$ cat config.mk
export PLATFORM = sky130hd
export DESIGN_NAME = gvc_fifo
export DESIGN_NICKNAME = d
export VERILOG_FILES = /design/src/sv/gvc_pkg.sv /design/src/sv/gvc_fifo.sv
export SDC_FILE = /design/constraint.sdc
export NUM_CORES = 1
export LEC_CHECK = 0
export BUFFER_PORTS_ARGS = -buffer_cell sky130_fd_sc_hd__buf_2
export CAP_MARGIN = 20
export CORE_AREA = 5 5 102 104
export DETAILED_ROUTE_END_ITERATION = 10
export DIE_AREA = 0 0 107 109
export PLACE_DENSITY_LB_ADDON = 0.3
export SLEW_MARGIN = 5
export SYNTH_ARGS = -nofsm -noshare
export SYNTH_HDL_FRONTEND = slang
export SYNTH_SLANG_ARGS = --single-unit
$ cat constraint.sdc
create_clock -name i_clk -period 2.32 [get_ports i_clk]
set_input_delay 0.232 -clock i_clk [delete_from_list [all_inputs] [get_ports i_clk]]
set_output_delay 0.232 -clock i_clk [all_outputs]
set_load 0.05 [all_outputs]
$ cat src/sv/gvc_pkg.sv
package gvc_pkg;

    localparam int PHASE_BINS     = 8;
    localparam int BIN_W          = 3;
    localparam int VOTE_W         = 24;
    localparam int SAMPLE_W       = 8;
    localparam int DIFF_W         = 9;
    localparam int ROW_W          = 12;
    localparam int HEIGHT_W       = 13;
    localparam int WIDTH_REG_W    = 12;
    localparam int WIN_COL_W      = 11;
    localparam int WIN_ROW_W      = 12;
    localparam int CFG_IDX_W      = 3;
    localparam int CFG_DATA_W     = 13;
    localparam int MAX_HEIGHT     = 4096;
    localparam int OP_QUEUE_DEPTH = 4;
    localparam logic [VOTE_W-1:0] VOTE_MAX = {VOTE_W{1'b1}};

    typedef enum logic [CFG_IDX_W-1:0] {
        CFG_IMAGE_WIDTH,
        CFG_IMAGE_HEIGHT,
        CFG_WINDOW_LEFT,
        CFG_WINDOW_TOP,
        CFG_WINDOW_RIGHT,
        CFG_WINDOW_BOTTOM
    } t_cfg_index;

    typedef enum logic {
        OP_COLUMN,
        OP_EMIT
    } t_op_kind;

    typedef enum logic [1:0] {
        PH_PIXEL,
        PH_ROW_END,
        PH_FLUSH,
        PH_EMIT
    } t_front_phase;

    typedef enum logic [1:0] {
        RS_IDLE,
        RS_SCAN,
        RS_SEND
    } t_report_state;

    typedef logic [PHASE_BINS-1:0][VOTE_W-1:0] t_bin_set;

    typedef struct packed {
        logic [WIN_COL_W-1:0] left;
        logic [WIN_ROW_W-1:0] top;
        logic [WIN_COL_W-1:0] right;
        logic [WIN_ROW_W-1:0] bottom;
    } t_window;

endpackage

$ cat src/sv/gvc_fifo.sv
module gvc_fifo #(
    parameter int WIDTH = 32
) (
    input  logic             i_clk,
    input  logic             i_rst_n,
    input  logic             i_push,
    input  logic [WIDTH-1:0] i_data,
    output logic             o_full,
    input  logic             i_pop,
    output logic [WIDTH-1:0] o_data,
    output logic             o_empty
);
    localparam int DEPTH = gvc_pkg::OP_QUEUE_DEPTH;
    localparam int PW    = $clog2(DEPTH);

    logic [WIDTH-1:0] r_mem [DEPTH];
    logic [PW-1:0]    r_wp, r_rp;
    logic [PW:0]      r_count;
    logic             do_push, do_pop;

    assign o_full  = (r_count == (PW+1)'(DEPTH));
    assign o_empty = (r_count == '0);
    assign do_push = i_push && !o_full;
    assign do_pop  = i_pop && !o_empty;
    assign o_data  = r_mem[r_rp];

    always_ff @(posedge i_clk) begin
        if (do_push) begin
            r_mem[r_wp] <= i_data;
        end
    end

    always_ff @(posedge i_clk) begin
        if (!i_rst_n) begin
            r_wp    <= '0;
            r_rp    <= '0;
            r_count <= '0;
        end else begin
            if (do_push) begin
                r_wp <= r_wp + 1'b1;
            end
            if (do_pop) begin
                r_rp <= r_rp + 1'b1;
            end
            if (do_push && !do_pop) begin
                r_count <= r_count + 1'b1;
            end else if (do_pop && !do_push) begin
                r_count <= r_count - 1'b1;
            end
        end
    end

endmodule

==> results.md <==
* Post-CTS Setup Inserts at 0
* Total power at 8.19 mW
* Sequential fraction of the synthesis area at 78.2%
* Row cnt at 36
* Initial antenna violation count at 0
* Finish-stage setup viols at 0
* Io pins at 70
* Post-Place Cell Area at 5670 sq um
* FF+latch count, synth at 137
* Clk_lat worst skew at 510 ps
* Setup ws final at 156 ps
* Worst hold slack at 63.0 ps
* Net Switching at 2.72 mW
* Sequential power share at 38.1%
* Core ar. at 9460 sq um
* Internal power at 5.47 mW
* Power share of the clock group at 31.5%
* GRT overflow at 0
* Share of cells above drive strength 1 at 41.7%
* Avg WL per Cell at 19.2 um
* Worst hold path class: input port to register
* Post-Route Utilization at 69.4%
* Clk Tree Root Cell: clkbuf_8
* Status: finished clean
* Crit-path cells: buf_4 > mux4_1 > buf_2
* Crit-path max cell delay at 610 ps
* Pre-antenna DRT Iters at 4
* Critical path's top delay family: multiplexers
* R2R depth at 7
* TritonCTS clock tree: built
* Worst EP required at 2090 ps
* Clk buf depth at 2
* Clock sink total at 137
* Placed cells at 398
* Tot GR Track Use at 16.7%
* Cell area power density at 1250 nW/um^2
* Mapped Nets at 257
* Worst-path clk slew at 60 ps
* Synth warn at 0
* Buf/Inv on CP at 2
* Mapped Cells at 215
* Setup crit end kind: primary output
* Peak VDD IR at 0.725 mV
* Cell variety after synth at 24
* Achievable frequency at 462 MHz
* Critical path data arrival time at 1930 ps
* Leak pwr at 2.30 nW
* Post-Place Setup Slack at 244 ps
* Max_slew headroom at 79.0%
* Iter 0 DRT Violations at 99
* # DRC at 0
* Slew @ Worst Pin at 310 ps
* Switching Share at 33.2%
* Vias per cell at 5.34
* WL final at 8.88 mm
* Hold path depth at 2
* Final HPWL DP at 5.30 mm
* Slowest CP cell: mux4_1
* Final std cells w/o fill at 462
* First-pass GRT wire length at 14.0 mm
* Die height at 109 um
* Layout overhead on the synthesized area at 27.5%
* Die Span X at 107 um
* Most frequent cells in the layout: edfxtp_1, buf_2, dlygate4sd3_1
* Fin area at 6560 sq um
* Initial core utilization at 54.4%
* Slew Viols, Final at 0
* Commonest non-fill, non-tap cell in the layout: edfxtp_1
* CP startpoint kind: register
* Vias in the first global route at 2,647
* ANT cells at 0
* RSZ-0062 raised after global routing: no
* Worst clock skew at 3.59 ps
* Via Count at 2,467
* Comb power frac at 30.4%
* Critical path class: register to primary output
* H-Tree Depth at 4
* Final critical-path required period at 2160 ps
* Post-Syn Area at 5150 sq um
* Port bufs at 69
* Largest net degree at the start of global routing at 24
* Period utilization at 93.3%
* Synthesized area per cell at 23.9 sq um
* Max-Cap Viols at 0
* CP Depth at 3
* Maximum fanout along the worst path at 12
* Final TNS setup at 0 ps
* Final ANT Viol Nets at 0
* Final RePlAce weighted congestion at 0.679
* Final hold viol count at 0
* TritonCTS Buffers at 17
* Die Area at 11,700 sq um
* NumNets Final at 377
per-layer routing:
layer / GRT usage, % / wire length [um] / vias to the layer above
li1: - / - / 1132
met1: 20.0 / 3630 / 1259
met2: 28.6 / 4770 / 63
met3: 4.32 / 364 / 13
met4: 7.40 / 123 / 0
met5: 0 / 0 / -
registers in the layout, summed over array words and instances (netlist names), named ones only:
signal   cells
r_mem      128
r_wp         2
r_rp         2
r_count      3
final cells by class:
type / count / area, sq um
fill: 615 / 2900
tap: 114 / 143
sequential: 137 / 4030
multi-input combinational: 66 / 1020
clock buffer: 18 / 418
inverter: 3 / 11.3
clock inverter: 14 / 155
timing repair buffer: 110 / 787
what timing repair did:
action                                 4_1_cts  5_1_grt
setup endpoints to repair                    0       20
gates resized for setup                      0        1
hold buffers                                32        0
endpoints found under the hold margin      128        0
Yosys cell counts:
cell type    n  area [sq um]
edfxtp_1   128          3840
mux4_2      30           676
dfxtp_1      9           180
and2_1       8          50.1
ha_1         5          62.6
nand2_1      4          15.0
buf_12       3          60.1
buf_2        3          15.0
inv_1        3          11.3
mux2i_1      3          30.0
xnor2_1      3          26.3
buf_6        2          22.5
mux4_1       2          52.6
nor2b_1      2          12.5
a21boi_0     1          7.51
clkbuf_1     1          3.75
fa_1         1          20.0
nor3_1       1          5.00
nor3b_2      1          12.5
o21ai_0      1          5.00
o311ai_1     1          8.76
o31ai_2      1          12.5
or3_1        1          6.26
xor2_1       1          8.76
power groups by stage:
stage / Combinational, mW / Clock (mW) / Sequential [mW]
global route: 2.64 / 2.75 / 3.14
CTS: 2.53 / 2.63 / 3.12
detailed placement: 2.48 / 0 / 3.16
floorplan: 2.04 / 0 / 3.14
finish: 2.49 / 2.58 / 3.11
global placement: 2.47 / 0 / 3.15
path summary, 6_finish.rpt:
| path | slack [ps] | endpoint | from |
|---|---|---|---|
| min reg2reg | 510 | r_wp[1]$_SDFFE_PN0P_ | r_wp[1]$_SDFFE_PN0P_ |
| max | 160 | o_data[25] | register |
| min | 60 | r_count[2]$_SDFFE_PN0P_ | i_rst_n |
| max reg2reg | 230 | r_count[2]$_SDFFE_PN0P_ | r_count[1]$_SDFFE_PN0P_ |
cell families after synthesis:
group | count (synthesis) | share of synthesized area (%)
and+or+nand+nor | 17 | 1.97
AOI/OAI and AO/OA | 4 | 0.656
adders and majority gates | 6 | 1.60
buffers and inverters | 12 | 2.19
DFF | 137 | 78.2
muxes | 35 | 14.7
xor gates and xnor gates | 4 | 0.681
(Power assumes the default switching activity.)
