===== src/sv/gvc_pkg.sv =====
package gvc_pkg;

    localparam int PHASE_BINS     = 8;
    localparam int BIN_W          = 3;
    localparam int VOTE_W         = 24;
    localparam int SAMPLE_W       = 8;
    localparam int DIFF_W         = 9;
    localparam int ROW_W          = 12;
    localparam int HEIGHT_W       = 13;
    localparam int WIDTH_REG_W    = 12;
    localparam int WIN_COL_W      = 11;
    localparam int WIN_ROW_W      = 12;
    localparam int CFG_IDX_W      = 3;
    localparam int CFG_DATA_W     = 13;
    localparam int MAX_HEIGHT     = 4096;
    localparam int OP_QUEUE_DEPTH = 4;
    localparam logic [VOTE_W-1:0] VOTE_MAX = {VOTE_W{1'b1}};

    typedef enum logic [CFG_IDX_W-1:0] {
        CFG_IMAGE_WIDTH,
        CFG_IMAGE_HEIGHT,
        CFG_WINDOW_LEFT,
        CFG_WINDOW_TOP,
        CFG_WINDOW_RIGHT,
        CFG_WINDOW_BOTTOM
    } t_cfg_index;

    typedef enum logic {
        OP_COLUMN,
        OP_EMIT
    } t_op_kind;

    typedef enum logic [1:0] {
        PH_PIXEL,
        PH_ROW_END,
        PH_FLUSH,
        PH_EMIT
    } t_front_phase;

    typedef enum logic [1:0] {
        RS_IDLE,
        RS_SCAN,
        RS_SEND
    } t_report_state;

    typedef logic [PHASE_BINS-1:0][VOTE_W-1:0] t_bin_set;

    typedef struct packed {
        logic [WIN_COL_W-1:0] left;
        logic [WIN_ROW_W-1:0] top;
        logic [WIN_COL_W-1:0] right;
        logic [WIN_ROW_W-1:0] bottom;
    } t_window;

endpackage


===== src/sv/gvc_report.sv =====
module gvc_report (
    input  logic                          i_clk,
    input  logic                          i_rst_n,
    input  logic                          i_start,
    input  gvc_pkg::t_bin_set             i_col_bins,
    input  gvc_pkg::t_bin_set             i_row_bins,
    output logic                          o_ready,
    output logic                          empty,
    input  logic                          pop,
    output logic [gvc_pkg::BIN_W-1:0]     o_bin_index,
    output logic [gvc_pkg::VOTE_W-1:0]    o_column_votes,
    output logic [gvc_pkg::VOTE_W-1:0]    o_row_votes,
    output logic [gvc_pkg::VOTE_W-1:0]    o_column_total,
    output logic [gvc_pkg::VOTE_W-1:0]    o_column_peak,
    output logic [gvc_pkg::BIN_W-1:0]     o_grid_x,
    output logic [gvc_pkg::VOTE_W-1:0]    o_row_total,
    output logic [gvc_pkg::VOTE_W-1:0]    o_row_peak,
    output logic [gvc_pkg::BIN_W-1:0]     o_grid_y,
    output logic                          o_last
);
    localparam int VW = gvc_pkg::VOTE_W;
    localparam int BW = gvc_pkg::BIN_W;
    localparam logic [BW-1:0] LAST_BIN = BW'(gvc_pkg::PHASE_BINS - 1);

    gvc_pkg::t_report_state r_state, n_state;
    gvc_pkg::t_bin_set      r_col, r_row;
    logic [BW-1:0] r_idx, n_idx;
    logic [VW-1:0] r_nx, n_nx, r_kx, n_kx, r_ny, n_ny, r_ky, n_ky;
    logic [BW-1:0] r_gx, n_gx, r_gy, n_gy;
    logic [VW-1:0] col, row;
    logic [VW:0]   sx, sy;

    assign col = r_col[r_idx];
    assign row = r_row[r_idx];
    assign sx  = {1'b0, r_nx} + {1'b0, col};
    assign sy  = {1'b0, r_ny} + {1'b0, row};

    always_comb begin
        n_state = r_state;
        n_idx   = r_idx;
        n_nx = r_nx;
        n_kx = r_kx;
        n_gx = r_gx;
        n_ny = r_ny;
        n_ky = r_ky;
        n_gy = r_gy;
        case (r_state)
            gvc_pkg::RS_IDLE: begin
                if (i_start) begin
                    n_state = gvc_pkg::RS_SCAN;
                    n_idx = '0;
                    n_nx = '0;
                    n_kx = '0;
                    n_gx = '0;
                    n_ny = '0;
                    n_ky = '0;
                    n_gy = '0;
                end
            end
            gvc_pkg::RS_SCAN: begin
                n_nx = sx[VW] ? gvc_pkg::VOTE_MAX : sx[VW-1:0];
                n_ny = sy[VW] ? gvc_pkg::VOTE_MAX : sy[VW-1:0];
                if (col > r_kx) begin
                    n_kx = col;
                    n_gx = r_idx + 1'b1;
                end
                if (row > r_ky) begin
                    n_ky = row;
                    n_gy = r_idx + 1'b1;
                end
                n_idx = r_idx + 1'b1;
                if (r_idx == LAST_BIN) begin
                    n_state = gvc_pkg::RS_SEND;
                end
            end
            gvc_pkg::RS_SEND: begin
                if (pop) begin
                    n_idx = r_idx + 1'b1;
                    if (r_idx == LAST_BIN) begin
                        n_state = gvc_pkg::RS_IDLE;
                    end
                end
            end
            default: begin
                n_state = gvc_pkg::RS_IDLE;
            end
        endcase
    end

    always_ff @(posedge i_clk) begin
        if (!i_rst_n) begin
            r_state <= gvc_pkg::RS_IDLE;
            r_idx   <= '0;
        end else begin
            r_state <= n_state;
            r_idx   <= n_idx;
        end
    end

    always_ff @(posedge i_clk) begin
        if (r_state == gvc_pkg::RS_IDLE && i_start) begin
            r_col <= i_col_bins;
            r_row <= i_row_bins;
        end
        r_nx <= n_nx;
        r_kx <= n_kx;
        r_gx <= n_gx;
        r_ny <= n_ny;
        r_ky <= n_ky;
        r_gy <= n_gy;
    end

    assign o_ready        = (r_state == gvc_pkg::RS_IDLE);
    assign empty          = (r_state != gvc_pkg::RS_SEND);
    assign o_bin_index    = r_idx;
    assign o_column_votes = col;
    assign o_row_votes    = row;
    assign o_column_total = r_nx;
    assign o_column_peak  = r_kx;
    assign o_grid_x       = r_gx;
    assign o_row_total    = r_ny;
    assign o_row_peak     = r_ky;
    assign o_grid_y       = r_gy;
    assign o_last         = (r_idx == LAST_BIN);

    a_start_scan: assert property (@(posedge i_clk) disable iff (!i_rst_n)
        (i_start && o_ready) |=> (r_state == gvc_pkg::RS_SCAN && r_idx == '0))
        else $error("report did not start its scan at bin zero");

    a_scan_to_send: assert property (@(posedge i_clk) disable iff (!i_rst_n)
        (r_state == gvc_pkg::RS_SCAN && r_idx == LAST_BIN)
        |=> (r_state == gvc_pkg::RS_SEND && r_idx == '0))
        else $error("report did not begin sending at bin zero after the scan");

    a_last_ends: assert property (@(posedge i_clk) disable iff (!i_rst_n)
        (pop && !empty && o_last) |=> (r_state == gvc_pkg::RS_IDLE))
        else $error("report kept sending after the last word");

    a_totals_hold: assert property (@(posedge i_clk) disable iff (!i_rst_n)
        (r_state == gvc_pkg::RS_SEND && $past(r_state) == gvc_pkg::RS_SEND)
        |-> ($stable(r_nx) && $stable(r_kx) && $stable(r_gx)))
        else $error("column summary changed while words were being sent");

endmodule


===== config.mk =====
export PLATFORM = sky130hd
export DESIGN_NAME = gvc_report
export DESIGN_NICKNAME = d
export VERILOG_FILES = /design/src/sv/gvc_pkg.sv /design/src/sv/gvc_report.sv
export SDC_FILE = /design/constraint.sdc
export NUM_CORES = 1
export LEC_CHECK = 0
export BUFFER_PORTS_ARGS = -buffer_cell sky130_fd_sc_hd__clkbuf_2
export CORE_ASPECT_RATIO = 0.9
export CORE_MARGIN = 1
export CORE_UTILIZATION = 45
export CTS_BUF_LIST = sky130_fd_sc_hd__clkbuf_4 sky130_fd_sc_hd__clkbuf_8 sky130_fd_sc_hd__clkbuf_16
export CTS_CLUSTER_DIAMETER = 50
export DETAILED_ROUTE_END_ITERATION = 10
export PLACE_DENSITY = 0.68
export SETUP_SLACK_MARGIN = 0.4
export SYNTH_ARGS = -nofsm -noshare
export SYNTH_HDL_FRONTEND = slang
export SYNTH_SLANG_ARGS = --single-unit
export TNS_END_PERCENT = 1

===== constraint.sdc =====
create_clock -name i_clk -period 22.5 [get_ports i_clk]
set_clock_uncertainty 0.15 [all_clocks]
set_input_delay 1.125 -clock i_clk [delete_from_list [all_inputs] [get_ports i_clk]]
set_output_delay 1.125 -clock i_clk [all_outputs]
set_load 0.03 [all_outputs]

==> run summary, run 1 <==
STATUS
---------------------------------------------------------------------------------
Run status                                                           complete, no violations

ROUTE
---------------------------------------------------------------------------------
DRC errors left                                                                 0
Pre-antenna DRT Iters                                                           5
Number of vias per cell                                                      5.41
Total number of vias                                                        13725
Routed len/inst                                                      23.2 microns
Detailed Route WL                                                         58.9 mm
DRT antenna net count                                                           0
Number of DRC markers after the initial detailed-route iteration             1057

STA
---------------------------------------------------------------------------------
Final setup margin                                                       16.85 ns
Final setup violating endpoints                                                 0
Final max-slew violation count                                                  0
Final sum of negative setup slack                                            0 ns
Slew at the pin closest to its max-slew limit                             1.24 ns
Final worst hold slack                                                   0.415 ns
Max-Slew Margin vs Limit                                                    17.1%
Number of endpoints with negative hold slack in the final report                0
Fin crit period                                                           5.65 ns
Post-route clock period utilization                                         25.1%
Peak Freq                                                                 177 MHz
Unrepaired setup endpoints after global routing                                no

CRITICAL PATH
---------------------------------------------------------------------------------
Count of cell instances traversed by the critical path                         13
Cell type of the slowest stage on the worst timing path                   dfxtp_4
Critical Path Fanout Max                                                       37
Reg-to-reg slack, setup                                                  16.85 ns
FF-to-FF path depth                                                            13
Delay-heaviest family, CP                                            compound AO/OA/AOI/OAI gates
Crit. End Element                                                        register
Worst Path Required                                                      22.68 ns
Terminus of the critical flop-to-flop path                           o_column_total[16]$_SDFFCE_PN0P_
Largest stage delay, worst path                                           0.73 ns
Critical path class                                                    reg -> reg
Critical path buffers and inverters                                             2
Cell chain of the critical path                                      buf_4 -> mux4_2 -> mux2_2 -> fa_1 -> a211oi_1 -> nor2_1 -> o311ai_1 -> a31oi_1 -> a211o_1 -> a31oi_1 -> o21ai_1 -> buf_4 -> o21a_1
Arrival time reported for the critical path endpoint                      5.83 ns
R2r startpoint                                                       o_bin_index[0]$_SDFFE_PN0P_
Category of the worst setup path launch point                            register

CLOCKING
---------------------------------------------------------------------------------
Total of cells resized after clock tree synthesis                               0
Number of H-tree levels                                                         2
Clock network latency to the later pin of the worst-skew pair             0.58 ns
Number of sinks driven by the clock tree                                      491
Clock slew seen by the registers of the worst setup and hold paths        0.06 ns
Number of clock buffers inserted by TritonCTS                                  53
Buffer cell driving the clock tree root                                 clkbuf_16
Post-CTS setup buffer count                                                     0
CTS Buffer Depth                                                                3
Quantity of hold-fixing buffers added after cts                                 0
TritonCTS clock tree                                                        built

GLOBAL ROUTING
---------------------------------------------------------------------------------
Vias in the first global route                                              14189
Initial antenna violation count                                                 6
Pin count of the biggest net entering global routing                          177
Total GRT Usage                                                             23.4%
Global route total overflow                                                     0
Wire length of the first global-routing pass                              86.2 mm

PLACEMENT
---------------------------------------------------------------------------------
RD Place Congestion                                                         0.889
Post-Place Setup Slack                                                   16.77 ns
Number of buffers added on ports                                              543
Total cell area at the placement stage                                25500 sq um
Post-detail-place hpwl                                                    43.6 mm

MIN PATH
---------------------------------------------------------------------------------
Worst min-delay path category                                          reg -> reg
Hold Path Stages                                                                2
End of the worst hold path                                           r_state[1]$_SDFFE_PN0P_
Start point of the worst hold path                                   r_state[1]$_SDFFE_PN0P_

LAYOUT
---------------------------------------------------------------------------------
Net total in the final layout                                                2362
Layout cells sized above 1                                                  41.5%
Post-layout instance area                                             27200 sq um
Leading cell types in the layout, fill and taps excluded             clkbuf_2, edfxtp_1, ha_1
Most common cell after layout, fill and taps aside                       clkbuf_2
Filler instances                                                             3815
Growth of design area from synthesis to finish                              23.7%

YOSYS
---------------------------------------------------------------------------------
Mapped Nets                                                                  1798
Mean cell area of the mapped netlist                                   16.9 sq um
Cell variety after synth                                                       53
Netlist area before placement                                         22000 sq um
Seq/Total Area, Yosys                                                       66.8%
Flops & latches, synth                                                        491
Instance count of the mapped netlist                                         1306
Main synth FF type                                                       edfxtp_1
Share of synthesized flip-flops with an asynchronous set or reset              0%
Count of yosys warnings during synthesis                                        0
Post-synth EDFFs                                                              486

POWER AND IR DROP
---------------------------------------------------------------------------------
Static leakage                                                            10.9 nW
Final Power                                                               4.14 mW
Worst IR drop on VDD                                                  0.0000842 V
Total power divided by cell area                                      152 nW/um^2

FLOORPLANNING
---------------------------------------------------------------------------------
Initial core utilization                                                    45.8%
Die Width                                                             235 microns
DIE HEIGHT                                                            212 microns
Die area                                                              49800 sq um
Number of primary I/O pins                                                    544
Number of core rows                                                            76
Area of the core                                                      48000 sq um

RUN
---------------------------------------------------------------------------------
Reported max-cap violation count                                                0

## area by class of cell
| cell class | count | area (sq um) | area share (%) |
|---|---|---|---|
| well taps | 624 | 781 | 2.87 |
| clock buffers | 63 | 1400 | 5.15 |
| diodes | 3 | 7.51 | 0.0276 |
| inverters | 60 | 225 | 0.827 |
| multi-input cells | 709 | 6940 | 25.5 |
| flip-flops and latches | 491 | 14700 | 54.0 |
| repair buffers | 555 | 2820 | 10.4 |
| clock inverters | 32 | 358 | 1.31 |
## flip-flops by register name (all words and copies together) (netlist names), 24 cells and up
name            cells
o_column_peak      24
r_col             192
o_row_peak         24
o_row_total        24
o_column_total     24
r_row             192
## metal layers
layer	wire length, microns	GRT usage [%]	vias up	part of all wire, %
met1	24200	30.5	6789	41
met2	28800	39.0	542	49
li1	-	-	6310	-
met3	4590	5.74	80	7.8
met5	22	0	-	0.037
met4	1370	7.08	4	2.3
## tightest hold or removal path, stage by stage (launching register included)
cell     delay (ns)
dfxtp_1        0.34
a21oi_1        0.13
nor2b_1        0.05
## how the worst max path moves through the flow
stage	to	startpoint
floorplan	o_grid_y[0]$_DFFE_PP_	i_start
global placement	o_column_total[18]$_SDFFCE_PN0P_	o_bin_index[0]$_SDFFE_PN0P_
detailed placement	o_column_total[16]$_SDFFCE_PN0P_	o_bin_index[0]$_SDFFE_PN0P_
CTS	o_column_total[16]$_SDFFCE_PN0P_	o_bin_index[0]$_SDFFE_PN0P_
global route	o_column_total[16]$_SDFFCE_PN0P_	o_bin_index[0]$_SDFFE_PN0P_
finish	o_column_total[16]$_SDFFCE_PN0P_	o_bin_index[0]$_SDFFE_PN0P_
## synth_stat cells, drive strengths merged (5+ instances only)
cell type | number | area share (%)
a211o | 5 | 0.20
a211oi | 8 | 0.27
a21o | 39 | 1.3
a21oi | 57 | 1.3
a31oi | 6 | 0.17
and2 | 50 | 1.4
and3 | 9 | 0.26
buf | 15 | 0.35
clkbuf | 31 | 0.53
dfxtp | 5 | 0.45
edfxtp | 486 | 66
ha | 102 | 5.8
inv | 59 | 1.0
mux2 | 46 | 2.4
mux2i | 5 | 0.23
mux4 | 96 | 9.8
nand2 | 37 | 0.63
nand2b | 6 | 0.17
nand3 | 10 | 0.23
nand4 | 8 | 0.23
nor2 | 36 | 0.61
nor2b | 12 | 0.34
nor3 | 7 | 0.16
o211ai | 6 | 0.20
o21a | 53 | 1.8
o21ai | 37 | 0.84
xnor2 | 24 | 0.96
xor2 | 13 | 0.52
## kinds of logic (layout without fill, tap and decap cells)
family	Yosys count	after routing	share of synthesized area, %
other cells	0	3	0
buf+inv	106	710	1.90
simple gates	184	184	4.33
xor+xnor	37	37	1.47
compound gates	237	237	7.14
flops	491	491	66.8
mux	147	147	12.4
fa+ha+maj	104	104	5.98
## report_power, final
| part | leakage (nW) | switching [mW] | internal [mW] |
|---|---|---|---|
| combinational | 5.31 | 1.14 | 0.640 |
| sequential | 4.74 | 0.115 | 1.36 |
| clock | 0.872 | 0.360 | 0.526 |
## metrics by stage
step                cells  utilization, %
finish               2537            56.7
global route         2537            56.7
CTS                  2534            56.7
detailed placement   2439            53.0
global placement     2439            53.0
floorplan            1306               -
Note: power is estimated with default switching activity, not from simulation.
==> inputs of run 2 (changes only) <==
==> constraint.sdc (replaced) <==
create_clock -name i_clk -period 5.2 [get_ports i_clk]
set_clock_uncertainty 0.15 [all_clocks]
set_input_delay 0.26 -clock i_clk [delete_from_list [all_inputs] [get_ports i_clk]]
set_output_delay 0.26 -clock i_clk [all_outputs]
set_load 0.03 [all_outputs]
==> run 2 against run 1 <==
- clock power grew to 4.4 times the previous value
- global-route usage increased by 3.4 points
- critical path depth grew 3
- utilization is 8.6 points higher
- combinational power increased to 4.6 times the previous value
- worst setup slack got worse by 16 ns
- fmax grew 23%
- clock-buffer cell count shrank 3
- flip-flop and latch count is the same
- die area stayed put
==> run summary, run 2 (synthesis results as in run 1) <==
CRITICAL PATH
---------------------------------------------------------------------------------
Category of the worst setup path launch point                            register   unchanged
Critical path buffers and inverters                                             4   was 2
Worst Path Required                                                       5.40 ns   was 22.68 ns
Critical Path Fanout Max                                                       23   was 37
Delay-heaviest family, CP                                            compound AO/OA/AOI/OAI gates   unchanged
Terminus of the critical flop-to-flop path                           o_column_total[5]$_SDFFCE_PN0P_   was o_column_total[16]$_SDFFCE_PN0P_
Crit. End Element                                                        register   unchanged
Largest stage delay, worst path                                           0.54 ns   was 0.73 ns
FF-to-FF path depth                                                            16   was 13
Most Frequent Cell on Critical Path                                         buf_4
R2r startpoint                                                       o_bin_index[0]$_SDFFE_PN0P_   unchanged
Arrival time reported for the critical path endpoint                      4.81 ns   was 5.83 ns
Critical path class                                                    reg -> reg   unchanged
Cell type of the slowest stage on the worst timing path                    mux4_2   was dfxtp_4
Cell chain of the critical path                                      buf_12 -> mux4_2 -> mux2i_1 -> buf_4 -> inv_1 -> ha_1 -> fa_1 -> a211oi_2 -> nor2_1 -> o311ai_2 -> a31oi_1 -> a211o_1 -> a31oi_2 -> o21ai_1 -> buf_4 -> o21a_1   was buf_4 -> mux4_2 -> mux2_2 -> fa_1 -> a211oi_1 -> nor2_1 -> o311ai_1 -> a31oi_1 -> a211o_1 -> a31oi_1 -> o21ai_1 -> buf_4 -> o21a_1
Reg-to-reg slack, setup                                                   0.59 ns   was 16.85 ns

STA
---------------------------------------------------------------------------------
Final setup margin                                                       0.594 ns   was 16.85 ns
Post-route clock period utilization                                         88.6%   was 25.1%
Fin crit period                                                           4.61 ns   was 5.65 ns
Max-Slew Margin vs Limit                                                    22.2%   was 17.1%
Peak Freq                                                                 217 MHz   was 177 MHz
Unrepaired setup endpoints after global routing                               yes   was no
Final setup violating endpoints                                                 0   unchanged
Slew at the pin closest to its max-slew limit                             1.17 ns   was 1.24 ns
Final worst hold slack                                                  0.0760 ns   was 0.415 ns
Final sum of negative setup slack                                            0 ns   unchanged
Number of endpoints with negative hold slack in the final report                0   unchanged
Final max-slew violation count                                                  0   unchanged

ROUTE
---------------------------------------------------------------------------------
Total number of vias                                                        15772   was 13725
Detailed Route WL                                                         67.2 mm   was 58.9 mm
Pre-antenna DRT Iters                                                           5   unchanged
DRC errors left                                                                 0   unchanged
DRT antenna net count                                                           0   unchanged
Routed len/inst                                                      22.9 microns   was 23.2 microns
Number of vias per cell                                                      5.36   was 5.41
Number of DRC markers after the initial detailed-route iteration             1191   was 1057

CLOCKING
---------------------------------------------------------------------------------
Clock slew seen by the registers of the worst setup and hold paths        0.06 ns   about the same
Number of sinks driven by the clock tree                                      491   unchanged
Number of clock buffers inserted by TritonCTS                                  54   was 53
Clock network latency to the later pin of the worst-skew pair             0.62 ns   was 0.58 ns
Number of H-tree levels                                                         2   unchanged
TritonCTS clock tree                                                        built   unchanged
Buffer cell driving the clock tree root                                 clkbuf_16   unchanged
CTS Buffer Depth                                                                3   unchanged

GLOBAL ROUTING
---------------------------------------------------------------------------------
Wire length of the first global-routing pass                              99.0 mm   was 86.2 mm
Pin count of the biggest net entering global routing                          181   was 177
Vias in the first global route                                              16549   was 14189
Initial antenna violation count                                                 4   was 6
Global route total overflow                                                     0   unchanged
Total GRT Usage                                                             26.8%   was 23.4%

FLOORPLANNING
---------------------------------------------------------------------------------
Area of the core                                                      48000 sq um   unchanged
Initial core utilization                                                    45.8%   unchanged
DIE HEIGHT                                                            212 microns   unchanged
Die area                                                              49800 sq um   unchanged
Number of core rows                                                            76   unchanged
Die Width                                                             235 microns   unchanged
Number of primary I/O pins                                                    544   unchanged

MIN PATH
---------------------------------------------------------------------------------
End of the worst hold path                                           o_bin_index[2]$_SDFFE_PN0P_   was r_state[1]$_SDFFE_PN0P_
Start point of the worst hold path                                        i_start   was r_state[1]$_SDFFE_PN0P_
Worst min-delay path category                                           in -> reg   was reg -> reg
Hold Path Stages                                                                5   was 2

LAYOUT
---------------------------------------------------------------------------------
Filler instances                                                             3293   was 3815
Non-filler instance count after layout                                       2941   was 2537
Largest registers ranked by flip-flop count                          r_col (192), r_row (192)   unchanged
Net total in the final layout                                                2761   was 2362
Layout cells sized above 1                                                  35.2%   was 41.5%
Growth of design area from synthesis to finish                              42.4%   was 23.7%
Most common cell after layout, fill and taps aside                       clkbuf_2   unchanged
Leading cell types in the layout, fill and taps excluded             clkbuf_2, edfxtp_1, dlygate4sd3_1   was clkbuf_2, edfxtp_1, ha_1
Final core area utilization                                                 65.3%   was 56.7%
Post-layout instance area                                             31300 sq um   was 27200 sq um

PLACEMENT
---------------------------------------------------------------------------------
Post-detail-place hpwl                                                    43.9 mm   was 43.6 mm
Number of buffers added on ports                                              543   unchanged
Total cell area at the placement stage                                25600 sq um   was 25500 sq um
RD Place Congestion                                                         0.927   was 0.889
Dpl cells                                                                    2449   was 2439
Post-Place Setup Slack                                                   0.390 ns   was 16.77 ns

POWER AND IR DROP
---------------------------------------------------------------------------------
Final Power                                                               18.4 mW   was 4.14 mW
Static leakage                                                            12.6 nW   was 10.9 nW
Worst IR drop on VDD                                                   0.000417 V   was 0.0000842 V
Total power divided by cell area                                      588 nW/um^2   was 152 nW/um^2

STATUS
---------------------------------------------------------------------------------
Run status                                                           complete, no violations   unchanged

RUN
---------------------------------------------------------------------------------
Reported max-cap violation count                                                0   unchanged

-- run 2: changes by cell type in the layout (fill, tap and decap cells not counted), moves of 3 or more --
cell           delta
buf_4             +3
clkinvlp_4        +3
inv_8             +3
buf_12            +7
dlygate4sd3_1   +387
clkbuf_4          -5
bufinv_16         -3
-- run 2: report_power, final --
group / leakage, nW / internal (mW) / switching [mW]
Sequential: 4.74 / 5.86 / 0.481
Combinational: 7.01 / 3.06 / 5.15
Clock: 0.875 / 2.19 / 1.68
Total: 12.6 / 11.1 / 7.31
-- run 2: worst max-delay path by stage --
stage / cells after the start / slack [ns] / from / endpoint
finish: 16 / 0.59 / o_bin_index[0]$_SDFFE_PN0P_ / o_column_total[5]$_SDFFCE_PN0P_
detailed placement: 14 / 0.39 / o_bin_index[0]$_SDFFE_PN0P_ / o_column_total[13]$_SDFFCE_PN0P_
CTS: 16 / 0.40 / o_bin_index[0]$_SDFFE_PN0P_ / o_column_total[13]$_SDFFCE_PN0P_
floorplan: 5 / -0.28 / r_state[1]$_SDFFE_PN0P_ / o_column_peak[0]$_SDFFCE_PN0P_
global placement: 14 / 0.58 / o_bin_index[0]$_SDFFE_PN0P_ / o_column_total[19]$_SDFFCE_PN0P_
global route: 15 / 0.34 / o_bin_index[0]$_SDFFE_PN0P_ / o_row_total[19]$_SDFFCE_PN0P_
-- run 2: layout make-up --
type,instances,area (sq um),area share (%)
Clock inverter,40,363,1.16
Inverter,60,229,0.730
Tap cell,624,781,2.49
Clock buffer,60,1410,4.51
Antenna cell,4,10.0,0.0319
Sequential cell,491,14700,46.9
Timing Repair Buffer,953,6870,21.9
Multi-Input combinational cell,709,6970,22.2
-- run 2: tightest hold or removal path, delay by kind of cell --
family / cells / cell delay, ns
simple gates: 3 / 0.36
buf+inv: 1 / 0.09
compound gates: 1 / 0.07
-- run 2: timing repair --
action / 4_1_cts / 5_1_grt
pin swaps: 0 / 1
hold buffers: 387 / 0
gates resized for setup: 1 / 4
endpoints found under the setup margin: 23 / 56
gates cloned: 0 / 0
endpoints found under the hold margin: 389 / 0
buffers inserted: 0 / 1
-- run 2: metal layers --
layer / GRT usage [%] / wire (microns)
met4: 12.5 / 3120
met1: 33.0 / 25600
met3: 5.42 / 5030
met2: 45.8 / 33500
met5: 0 / 0
